===== config.mk =====
export PLATFORM = sky130hd
export DESIGN_NAME = luhn_card_brand_check
export DESIGN_NICKNAME = d
export VERILOG_FILES = /design/src/design/lcbc_pkg.sv /design/src/design/luhn_card_brand_check.sv /design/src/design/lcbc_bcd_step.sv
export VERILOG_INCLUDE_DIRS = /design/src /design/src/design
export SDC_FILE = /design/constraint.sdc
export NUM_CORES = 1
export LEC_CHECK = 0
export BUFFER_PORTS_ARGS = -buffer_cell sky130_fd_sc_hd__buf_2
export CAP_MARGIN = 5
export CORE_MARGIN = 1.5
export CORE_UTILIZATION = 60
export CTS_CLUSTER_SIZE = 12
export DETAILED_ROUTE_END_ITERATION = 12
export GPL_ROUTABILITY_DRIVEN = 0
export PLACE_DENSITY = 0.8
export SLEW_MARGIN = 20
export SYNTH_ARGS = -nofsm -noshare
export SYNTH_HDL_FRONTEND = slang
export SYNTH_SLANG_ARGS = --single-unit

===== constraint.sdc =====
create_clock -name clock -period 8.6 [get_ports clock]
set_clock_uncertainty 0.05 [all_clocks]
set_input_delay 0.86 -clock clock [delete_from_list [all_inputs] [get_ports clock]]
set_output_delay 0.86 -clock clock [all_outputs]
set_load 0.01 [all_outputs]

===== src/design/luhn_card_brand_check_assert.svh =====
// Assertion macros for the card check block
`ifndef LUHN_CARD_BRAND_CHECK_ASSERT_SVH
`define LUHN_CARD_BRAND_CHECK_ASSERT_SVH

// same-cycle implication
`define LCBC_ASSERT_IMPL(label, clk, rst, ante, cons) \
   label: assert property (@(posedge clk) disable iff (rst) (ante) |-> (cons)) \
      else $error("lcbc assertion failed");

// next-cycle implication
`define LCBC_ASSERT_NEXT(label, clk, rst, ante, cons) \
   label: assert property (@(posedge clk) disable iff (rst) (ante) |=> (cons)) \
      else $error("lcbc assertion failed");

`endif


===== src/design/lcbc_pkg.sv =====
package lcbc_pkg;

   localparam int NUM_BITS   = 63;
   localparam int NUM_DIGITS = 19;
   localparam int BCD_W      = 4 * NUM_DIGITS;
   localparam int BITCNT_W   = $clog2(NUM_BITS);
   localparam int COUNT_W    = 5;

   localparam logic [3:0] DEC_BASE  = 4'd10;
   localparam logic [3:0] DIG_FIVE  = 4'd5;
   localparam logic [3:0] DIG_FOUR  = 4'd4;
   localparam logic [3:0] DIG_THREE = 4'd3;
   localparam logic [3:0] DIG_SEVEN = 4'd7;
   localparam logic [3:0] DIG_ONE   = 4'd1;

   localparam logic [COUNT_W-1:0] LEN_CLASS1  = 5'd16;
   localparam logic [COUNT_W-1:0] LEN_CLASS2A = 5'd13;
   localparam logic [COUNT_W-1:0] LEN_CLASS2B = 5'd16;
   localparam logic [COUNT_W-1:0] LEN_CLASS3  = 5'd15;

   typedef enum logic [1:0] {
      BRAND_INVALID = 2'd0,
      BRAND_CLASS1  = 2'd1,
      BRAND_CLASS2  = 2'd2,
      BRAND_CLASS3  = 2'd3
   } brand_type;

   // doubled digit folded to its digit sum
   function automatic logic [3:0] luhn_double(input logic [3:0] d);
      logic [4:0] p;
      p = {d, 1'b0};
      if (p >= {1'b0, DEC_BASE}) begin
         luhn_double = 4'(p - 5'd9);
      end else begin
         luhn_double = p[3:0];
      end
   endfunction

   // digit sum modulo ten
   function automatic logic [3:0] add_mod10(input logic [3:0] a, input logic [3:0] b);
      logic [4:0] s;
      s = {1'b0, a} + {1'b0, b};
      if (s >= {1'b0, DEC_BASE}) begin
         add_mod10 = 4'(s - {1'b0, DEC_BASE});
      end else begin
         add_mod10 = s[3:0];
      end
   endfunction

endpackage


===== src/design/luhn_card_brand_check.sv =====
// Luhn mod-10 check with brand classification of a card number.
// Sequence: shift-add-3 binary-to-BCD conversion over all 63 input bits, then
// a scan of the decimal digits, lowest first (0..19), then a closing step.
// A new start is taken only while idle (busy low): one item in flight at a time.
// Results are strobed for one cycle on rsp_valid; the receiver cannot stall.
// Synchronous active-high reset returns the sequencer to idle, no result pending.
module luhn_card_brand_check (
   input  logic                           clock,
   input  logic                           reset,
   input  logic                           start,
   output logic                           busy,
   input  logic [lcbc_pkg::NUM_BITS-1:0]  req_card_number,
   output logic                           rsp_valid,
   output logic [1:0]                     rsp_brand,
   output logic                           rsp_luhn_ok,
   output logic [lcbc_pkg::COUNT_W-1:0]   rsp_digit_count
);
   import lcbc_pkg::*;

   typedef enum logic [1:0] {
      ST_IDLE,
      ST_CONV,
      ST_SCAN
   } state_type;

   state_type             state_ff, state_in;
   logic [NUM_BITS-1:0]   bin_ff, bin_in;
   logic [BCD_W-1:0]      bcd_ff, bcd_in, bcd_step;
   logic [BITCNT_W-1:0]   bit_cnt_ff, bit_cnt_in;
   logic [COUNT_W-1:0]    count_ff, count_in;
   logic [3:0]            total_ff, total_in;
   logic [3:0]            lead_hi_ff, lead_hi_in;
   logic [3:0]            lead_lo_ff, lead_lo_in;
   logic                  valid_ff, valid_in;
   brand_type             brand_ff, brand_in;
   logic                  ok_ff, ok_in;
   logic [3:0]            digit;
   logic [3:0]            weighted;
   logic                  pass;

   lcbc_bcd_step u_step (
      .bcd_i (bcd_ff),
      .bit_i (bin_ff[NUM_BITS-1]),
      .bcd_o (bcd_step)
   );

   assign digit    = bcd_ff[3:0];
   assign weighted = count_ff[0] ? luhn_double(digit) : digit;
   assign pass     = (total_ff == 4'd0);

   always_comb begin
      state_in   = state_ff;
      bin_in     = bin_ff;
      bcd_in     = bcd_ff;
      bit_cnt_in = bit_cnt_ff;
      count_in   = count_ff;
      total_in   = total_ff;
      lead_hi_in = lead_hi_ff;
      lead_lo_in = lead_lo_ff;
      valid_in   = 1'b0;
      brand_in   = brand_ff;
      ok_in      = ok_ff;
      unique case (state_ff)
         ST_IDLE: begin
            if (start) begin
               state_in   = ST_CONV;
               bin_in     = req_card_number;
               bcd_in     = '0;
               bit_cnt_in = '0;
               count_in   = '0;
               total_in   = '0;
               lead_hi_in = '0;
               lead_lo_in = '0;
            end
         end
         ST_CONV: begin
            bcd_in = bcd_step;
            bin_in = {bin_ff[NUM_BITS-2:0], 1'b0};
            if (bit_cnt_ff == BITCNT_W'(NUM_BITS - 1)) begin
               state_in = ST_SCAN;
            end else begin
               bit_cnt_in = bit_cnt_ff + 1'b1;
            end
         end
         ST_SCAN: begin
            if (bcd_ff == '0) begin
               state_in = ST_IDLE;
               valid_in = 1'b1;
               ok_in    = pass;
               brand_in = BRAND_INVALID;
               if (pass) begin
                  priority if (lead_hi_ff == DIG_FIVE && lead_lo_ff >= DIG_ONE &&
                               lead_lo_ff <= DIG_FIVE && count_ff == LEN_CLASS1) begin
                     brand_in = BRAND_CLASS1;
                  end else if (lead_hi_ff == DIG_FOUR &&
                               (count_ff == LEN_CLASS2A || count_ff == LEN_CLASS2B)) begin
                     brand_in = BRAND_CLASS2;
                  end else if (lead_hi_ff == DIG_THREE &&
                               (lead_lo_ff == DIG_FOUR || lead_lo_ff == DIG_SEVEN) &&
                               count_ff == LEN_CLASS3) begin
                     brand_in = BRAND_CLASS3;
                  end else begin
                     brand_in = BRAND_INVALID;
                  end
               end
            end else begin
               total_in   = add_mod10(total_ff, weighted);
               bcd_in     = {4'd0, bcd_ff[BCD_W-1:4]};
               count_in   = count_ff + 1'b1;
               lead_lo_in = lead_hi_ff;
               lead_hi_in = digit;
            end
         end
         default: begin
            state_in = ST_IDLE;
         end
      endcase
   end

   always_ff @(posedge clock) begin
      if (reset) begin
         state_ff <= ST_IDLE;
         valid_ff <= 1'b0;
      end else begin
         state_ff <= state_in;
         valid_ff <= valid_in;
      end
      bin_ff     <= bin_in;
      bcd_ff     <= bcd_in;
      bit_cnt_ff <= bit_cnt_in;
      count_ff   <= count_in;
      total_ff   <= total_in;
      lead_hi_ff <= lead_hi_in;
      lead_lo_ff <= lead_lo_in;
      brand_ff   <= brand_in;
      ok_ff      <= ok_in;
   end

   assign busy            = (state_ff != ST_IDLE);
   assign rsp_valid       = valid_ff;
   assign rsp_brand       = brand_ff;
   assign rsp_luhn_ok     = ok_ff;
   assign rsp_digit_count = count_ff;

`include "luhn_card_brand_check_assert.svh"

   `LCBC_ASSERT_IMPL(a_rsp_idle, clock, reset, rsp_valid, !busy)
   `LCBC_ASSERT_IMPL(a_brand_needs_ok, clock, reset,
                     rsp_valid && rsp_brand != BRAND_INVALID, rsp_luhn_ok)
   `LCBC_ASSERT_NEXT(a_start_busy, clock, reset, start && !busy, busy && !rsp_valid)
   `LCBC_ASSERT_NEXT(a_single_strobe, clock, reset, rsp_valid, !rsp_valid)

endmodule


===== src/design/lcbc_bcd_step.sv =====
module lcbc_bcd_step (
   input  logic [lcbc_pkg::BCD_W-1:0] bcd_i,
   input  logic                       bit_i,
   output logic [lcbc_pkg::BCD_W-1:0] bcd_o
);
   import lcbc_pkg::*;

   logic [BCD_W-1:0] adj;

   // add-3 correction on every digit, then shift in the next binary bit
   always_comb begin
      for (int i = 0; i < NUM_DIGITS; i++) begin
         if (bcd_i[4*i +: 4] >= DIG_FIVE) begin
            adj[4*i +: 4] = bcd_i[4*i +: 4] + DIG_THREE;
         end else begin
            adj[4*i +: 4] = bcd_i[4*i +: 4];
         end
      end
   end

   assign bcd_o = {adj[BCD_W-2:0], bit_i};

endmodule

==> results.json, run 1 <==
{
  "max-cap-violations": 0,
  "portBuffers": 75,
  "period_share_pct": 39.5,
  "layout-drive-gt1-share_pct": 19.7,
  "cts_buffers": 17,
  "wl_met3_um": 945,
  "syn_avg_cell_area_um2": 11.5,
  "worst-r2r-cell-count": 14,
  "clk_latency_ps": 440,
  "grt-ovfl-total": 0,
  "nFillCells": 1127,
  "hp-class": "reg -> reg",
  "antenna_cells": 0,
  "drc": 0,
  "ys_warn_count": 0,
  "start_kind": "flop",
  "clk_pin_slew_ps": 70,
  "async_reset_ff_share_pct": 0,
  "dp_hpwl_mm": 12.1,
  "postCtsSetupRepairBufs": 0,
  "reg2reg_setup_slack_ps": 5200,
  "synth_ff_type": "edfxtp_1",
  "htreeDepth": 4,
  "synth.distinct_cells": 41,
  "setup_viol": 0,
  "synth_edf_count": 165,
  "root_buffer": "clkbuf_16",
  "grt_pass1_vias": 6073,
  "wl_met2_mm": 8.34,
  "status": "complete, no violations",
  "final_core_util_pct": 69.6,
  "syn_area_um2": 9500,
  "path_class": "reg -> reg",
  "cts_resized": 0,
  "die-area_um2": 16600,
  "hold_viol": 0,
  "detail-route-antenna-nets": 0,
  "tns_ps": 0,
  "cp-end-kind": "flop",
  "coreArea_um2": 15300,
  "routed_via_density": 5.56,
  "min_to": "state_ff[0]$_SDFFE_PP0P_",
  "ys_seq_elements": 168,
  "r2r-start": "bcd_ff[0]$_DFFE_PP_",
  "antenna_found_initial": 1,
  "power_density_nw_per_um2": 331,
  "io_pins": 76,
  "fmax_mhz": 294,
  "yosysSeqAreaShare_pct": 52.8,
  "rsz0062_at_grt": "no",
  "drt-met1-wl_mm": 8.27,
  "min_period_ps": 3400,
  "cts_tree": "done",
  "grt_pass1_wl_mm": 30.1,
  "start_util_pct": 62.0,
  "worst-endpoint-required_ps": 8730,
  "crit_arrival_ps": 3530,
  "maxUsedRoutingLayer": "met5",
  "area_growth_syn_to_layout_pct": 12.2,
  "num_rows": 45,
  "wirelength_mm": 17.8,
  "report.final.slew_viol_count": 0,
  "syn-num-nets": 966,
  "nNetsFinal": 1038,
  "worst_pin_slew_ps": 1000,
  "first_pass_iters": 5,
  "max_slew_margin_pct": 33.4,
  "track_usage_pct": 23.2,
  "leakage_nw": 4.00,
  "vdd_ir_drop_max_uv": 172,
  "cts.sinks": 168,
  "route.vias.total": 6244,
  "die_h_um": 129,
  "r2r_end": "total_ff[2]$_SDFFCE_PP0P_",
  "wl_per_cell_um": 15.9,
  "netlist_instances": 827,
  "cts_buffer_depth": 2,
  "startpoint": "bcd_ff[0]$_DFFE_PP_",
  "worst_hold_startpoint": "state_ff[0]$_SDFFE_PP0P_",
  "die_width_um": 129,
  "holdPathStages": 2,
  "critPathMaxFanout": 6,
  "postCtsHoldBufs": 0,
  "grt_max_degree": 77,
  "drtIter0Drc": 460
}
## area by class of cell
class / instances / area, um2 / share of cell area [%]
inverters: 50 / 188 / 1.76
flip-flops and latches: 168 / 5010 / 47.1
clock inverters: 15 / 140 / 1.32
clock buffers: 17 / 425 / 3.99
multi-input cells: 581 / 4200 / 39.4
repair buffers: 81 / 420 / 3.95
well taps: 211 / 264 / 2.48
## power breakdown
group	leakage (nW)	switching (mW)	internal, mW
clock	0.275	0.339	0.405
combinational	2.01	0.696	0.537
sequential	1.71	0.246	1.30
## per-stage QoR
stage          total power [mW]  hold WS [ps]  cell area, um2  std cells  setup slack (ps)
4_1_cts                    3.54           474           10700       1123              5210
6_report                   3.53           470           10700       1123              5200
3_3_place_gp               2.75           459           10100       1091              5340
5_1_grt                    3.78           495           10700       1123              4900
2_1_floorplan              2.46           431            9500        827              1540
3_5_place_dp               2.79           459           10100       1091              5250
## routing by layer
metal,vias to the layer above,global-route usage (%)
met5,-,0
met4,2,6.35
met3,22,6.24
met2,134,36.1
met1,2954,32.5
li1,3132,-
## synthesized netlist by cell type (all sizes together), types with 2 or more instances
cell	n	area [um2]
a32o	2	20.0
clkbuf	25	93.8
nor3b	25	188
nand2b	27	169
nor4bb	4	40.0
buf	3	11.3
and3	2	12.5
mux2	63	709
nor3	3	15.0
nand3	5	25.0
and2	16	100
a21oi	69	345
dfxtp	3	60.1
ha	72	901
o21ai	83	415
nor2	29	109
nand2	80	300
o31ai	12	90.1
a21boi	3	22.5
a31oi	2	12.5
nor4	3	18.8
nand4	5	37.5
mux2i	6	60.1
inv	50	188
nor2b	9	56.3
or4	2	15.0
xor2	15	131
nor4b	10	87.6
xnor2	24	210
edfxtp	165	4950
## cell families (layout without fill, tap and decap cells)
| kind of cell | count (synthesis) | count (layout) | share of synthesized area [%] |
|---|---|---|---|
| adders and majority gates | 73 | 73 | 9.69 |
| muxes | 69 | 69 | 8.10 |
| and+or+nand+nor | 225 | 225 | 12.8 |
| buffers and inverters | 78 | 163 | 3.08 |
| DFF | 168 | 168 | 52.8 |
| xor gates and xnor gates | 39 | 39 | 3.60 |
| AOI/OAI and AO/OA | 175 | 175 | 9.96 |
## worst max-delay path, stage by stage, from the launching register on
cell and delay (ps):
edfxtp_1 480, inv_1 100, ha_1 250, nand2b_1 80, a21oi_1 360, xnor2_1 200, nand2_1 90, a21boi_0 170
fa_1 450, xnor2_1 260, inv_1 70, ha_1 230, o31ai_1 70, a21oi_1 140, mux2i_1 140
## cell usage in the layout (no fill, tap or decap), drive strengths merged, types with 3 or more instances in the layout
| cell | count |
|---|---|
| buf | 81 |
| clkinv | 5 |
| nor3b | 25 |
| dfxtp | 3 |
| edfxtp | 165 |
| nor2 | 29 |
| and2 | 16 |
| a21oi | 69 |
| nand2b | 27 |
| nand4 | 5 |
| inv | 57 |
| nor4bb | 4 |
| clkbuf | 17 |
| a21boi | 3 |
| nor4b | 10 |
| xnor2 | 24 |
| nor2b | 9 |
| mux2 | 63 |
| nor3 | 3 |
| o31ai | 12 |
| nand3 | 5 |
| o21ai | 83 |
| nor4 | 3 |
| ha | 72 |
| mux2i | 6 |
| nand2 | 80 |
| xor2 | 15 |
## how the worst max path moves through the flow
stage / end / cells past startpoint
2_1_floorplan: bcd_ff[0]$_DFFE_PP_ / 7
3_3_place_gp: total_ff[1]$_SDFFCE_PP0P_ / 14
3_5_place_dp: total_ff[1]$_SDFFCE_PP0P_ / 14
4_1_cts: total_ff[1]$_SDFFCE_PP0P_ / 14
5_1_grt: total_ff[2]$_SDFFCE_PP0P_ / 14
6_report: total_ff[2]$_SDFFCE_PP0P_ / 14
## registers in the layout (all words and copies together), names as in the netlist
register         cells
bin_ff              63
total_ff             4
bcd_ff              76
rsp_digit_count      5
rsp_brand            2
rsp_luhn_ok          1
bit_cnt_ff           6
rsp_valid            1
lead_lo_ff           4
state_ff             2
lead_hi_ff           4
Power figures use the tool's default switching activity.
==> run 2, diff against run 1 <==
--- a/config.mk
+++ b/config.mk
@@ -9,11 +9,11 @@
 export BUFFER_PORTS_ARGS = -buffer_cell sky130_fd_sc_hd__buf_2
 export CAP_MARGIN = 5
 export CORE_MARGIN = 1.5
-export CORE_UTILIZATION = 60
+export CORE_UTILIZATION = 55
 export CTS_CLUSTER_SIZE = 12
 export DETAILED_ROUTE_END_ITERATION = 12
 export GPL_ROUTABILITY_DRIVEN = 0
-export PLACE_DENSITY = 0.8
+export PLACE_DENSITY = 0.77
 export SLEW_MARGIN = 20
 export SYNTH_ARGS = -nofsm -noshare
 export SYNTH_HDL_FRONTEND = slang
==> constraint.sdc (replaced) <==
create_clock -name clock -period 2.7 [get_ports clock]
set_clock_uncertainty 0.05 [all_clocks]
set_input_delay 0.27 -clock clock [delete_from_list [all_inputs] [get_ports clock]]
set_output_delay 0.27 -clock clock [all_outputs]
set_load 0.01 [all_outputs]
==> run 2 against run 1 <==
Flip-flop and latch count unchanged. Cell count increased by 5.8%. Combinational power rose to 4.3 times the previous value. Register-to-register slack lost 5500 ps. The flow now finishes with violations (negative setup slack). Critical path depth is 2 lower. Non-clock buffer count up 56. Fmax rose by 14%. Clock-buffer cell count did not move. Sequential share of layout area down 3.0 points. Total power grew to 3.6 times the previous value. Global-route usage decreased by 0.086 points. Routed wire length up 12%.
==> results.json, run 2 (synthesized netlist as in run 1, its figures left out) <==
{
  "io_pins": 76,
  "critPathMaxFanout": 3,
  "die_width_um": 134,
  "rsz0062_at_grt": "yes",
  "final_common_cell": "edfxtp_1",
  "cts_tree": "done",
  "cts.sinks": 168,
  "drtIter0Drc": 591,
  "first_pass_iters": 5,
  "multi_input_area_um2": 4350,
  "antenna_cells": 0,
  "failed_checks": "negative setup slack",
  "drc": 0,
  "critPathTopFamily": "compound AO/OA/AOI/OAI gates",
  "top_regs": "bcd_ff (76), bin_ff (63), bit_cnt_ff (6)",
  "worst_pin_slew_ps": 490,
  "leakage_nw": 4.36,
  "timing.final.ws_setup_ps": -282,
  "status": "complete, but fails checks",
  "cp-end-kind": "flop",
  "setup_viol": 3,
  "area_growth_syn_to_layout_pct": 19.8,
  "clk_pin_slew_ps": 80,
  "nFillCells": 1224,
  "hp-class": "in -> reg",
  "vdd_ir_drop_max_uv": 675,
  "path_class": "reg -> reg",
  "start_util_pct": 56.9,
  "max_stage_delay_ps": 450,
  "critPathSlowestCell": "edfxtp_1",
  "clk_latency_ps": 450,
  "nNetsFinal": 1094,
  "coreArea_um2": 16700,
  "max-cap-violations": 0,
  "route.vias.total": 6679,
  "wl_per_cell_um": 16.8,
  "die_h_um": 134,
  "wirelength_mm": 20.0,
  "fmax_mhz": 335,
  "crit_chain": "ha_2 -> nand2b_4 -> a21oi_4 -> xnor2_2 -> nand2_1 -> o21ai_0 -> ha_1 -> a21o_1 -> a21oi_1 -> xnor2_1 -> mux2i_1 -> nor2b_1",
  "wl_met2_mm": 9.64,
  "max_slew_margin_pct": 66.9,
  "power_density_nw_per_um2": 1100,
  "hold_ws_ps": 69.0,
  "report.final.slew_viol_count": 0,
  "tns_ps": -773,
  "htreeDepth": 4,
  "grt-ovfl-total": 0,
  "layout-drive-gt1-share_pct": 27.3,
  "portBuffers": 75,
  "track_usage_pct": 23.1,
  "drt-met1-wl_mm": 8.93,
  "final_core_util_pct": 68.1,
  "hold_viol": 0,
  "worst-endpoint-required_ps": 2850,
  "wl_met3_mm": 1.10,
  "grt_pass1_vias": 6745,
  "crit_arrival_ps": 3130,
  "cts_buffers": 17,
  "die-area_um2": 18100,
  "cts_buffer_depth": 2,
  "grt_max_degree": 75,
  "num_rows": 47,
  "final_cell_mix": "edfxtp_1 (165), o21ai_0 (82), nand2_1 (79), buf_2 (75), ha_1 (65)",
  "root_buffer": "clkbuf_16",
  "min_period_ps": 2980,
  "largest_register_ffs": 76,
  "period_share_pct": 110,
  "routed_via_density": 5.62,
  "dp_hpwl_mm": 13.3,
  "detail-route-antenna-nets": 0,
  "path_buf_inv": 0,
  "regMostFlops": "bcd_ff",
  "start_kind": "flop",
  "regArea_um2": 5010,
  "maxUsedRoutingLayer": "met4",
  "antenna_found_initial": 0,
  "grt_pass1_wl_mm": 32.6
}
==> run 2: cell types whose count changed in the layout (fill, tap and decap cells not counted), sizes merged <==
| cell | delta |
|---|---|
| buf | +55 |
| bufinv | -1 |
| clkinv | +4 |
| clkinvlp | -2 |
| dlygate4sd3 | +1 |
| inv | -1 |
==> run 2: area by class of cell <==
cell class	count	share of cell area, %
tap	220	2.42
timing repair buffer	137	8.17
inverter	50	1.65
sequential	168	44.1
multi-input combinational	581	38.2
clock buffer	17	3.74
clock inverter	15	1.73
==> run 2: what timing repair did <==
item / in CTS / in global routing
hold buffers: 1 / 0
resized for setup: 13 / 6
pin swaps: 2 / 8
endpoints found under the hold margin: 1 / 0
setup buffers: 2 / 5
endpoints found under the setup margin: 3 / 3
==> run 2: report_power, final <==
| group | internal [mW] | switching [mW] | total [mW] |
|---|---|---|---|
| registers | 4.13 | 0.692 | 4.82 |
| clock network | 1.26 | 1.23 | 2.49 |
| logic | 2.47 | 2.79 | 5.26 |
| total | 7.86 | 4.71 | 12.6 |
==> run 2: routing by layer <==
layer / up-vias / global-route usage (%)
met5: - / 0
met4: 0 / 8.60
met3: 27 / 5.44
met2: 176 / 37.2
met1: 3227 / 30.7
li1: 3249 / -
==> run 2: stage by stage <==
stage | area [um2] | total power, mW | cells | setup slack [ps]
after floorplan | 9570 | 7.91 | 827 | -788
after global placement | 10600 | 9.42 | 1148 | -30.7
after detailed placement | 10600 | 9.59 | 1148 | -163
after CTS | 11300 | 12.4 | 1183 | -86.5
after global routing | 11400 | 13.4 | 1188 | -401
final | 11400 | 12.6 | 1188 | -282
==> run 2: final timing paths <==
check             depth (start not counted)                         to                startpoint  slack [ps]
hold reg to reg                           2   state_ff[1]$_SDFFE_PP0P_  state_ff[1]$_SDFFE_PP0P_         490
setup / recovery                         12  total_ff[3]$_SDFFCE_PP0P_       bcd_ff[0]$_DFFE_PP_        -280
hold / removal                            2       bin_ff[28]$_DFFE_PP_       req_card_number[28]          70
setup reg to reg                         12  total_ff[3]$_SDFFCE_PP0P_       bcd_ff[0]$_DFFE_PP_        -280
==> run 2: worst register-to-register path, stage by stage (launching register included) <==
cell and delay (ps):
edfxtp_1 450, ha_2 220, nand2b_4 140, a21oi_4 230, xnor2_2 150, nand2_1 90, o21ai_0 150, ha_1 300
a21o_1 190, a21oi_1 210, xnor2_1 240, mux2i_1 250, nor2b_1 60
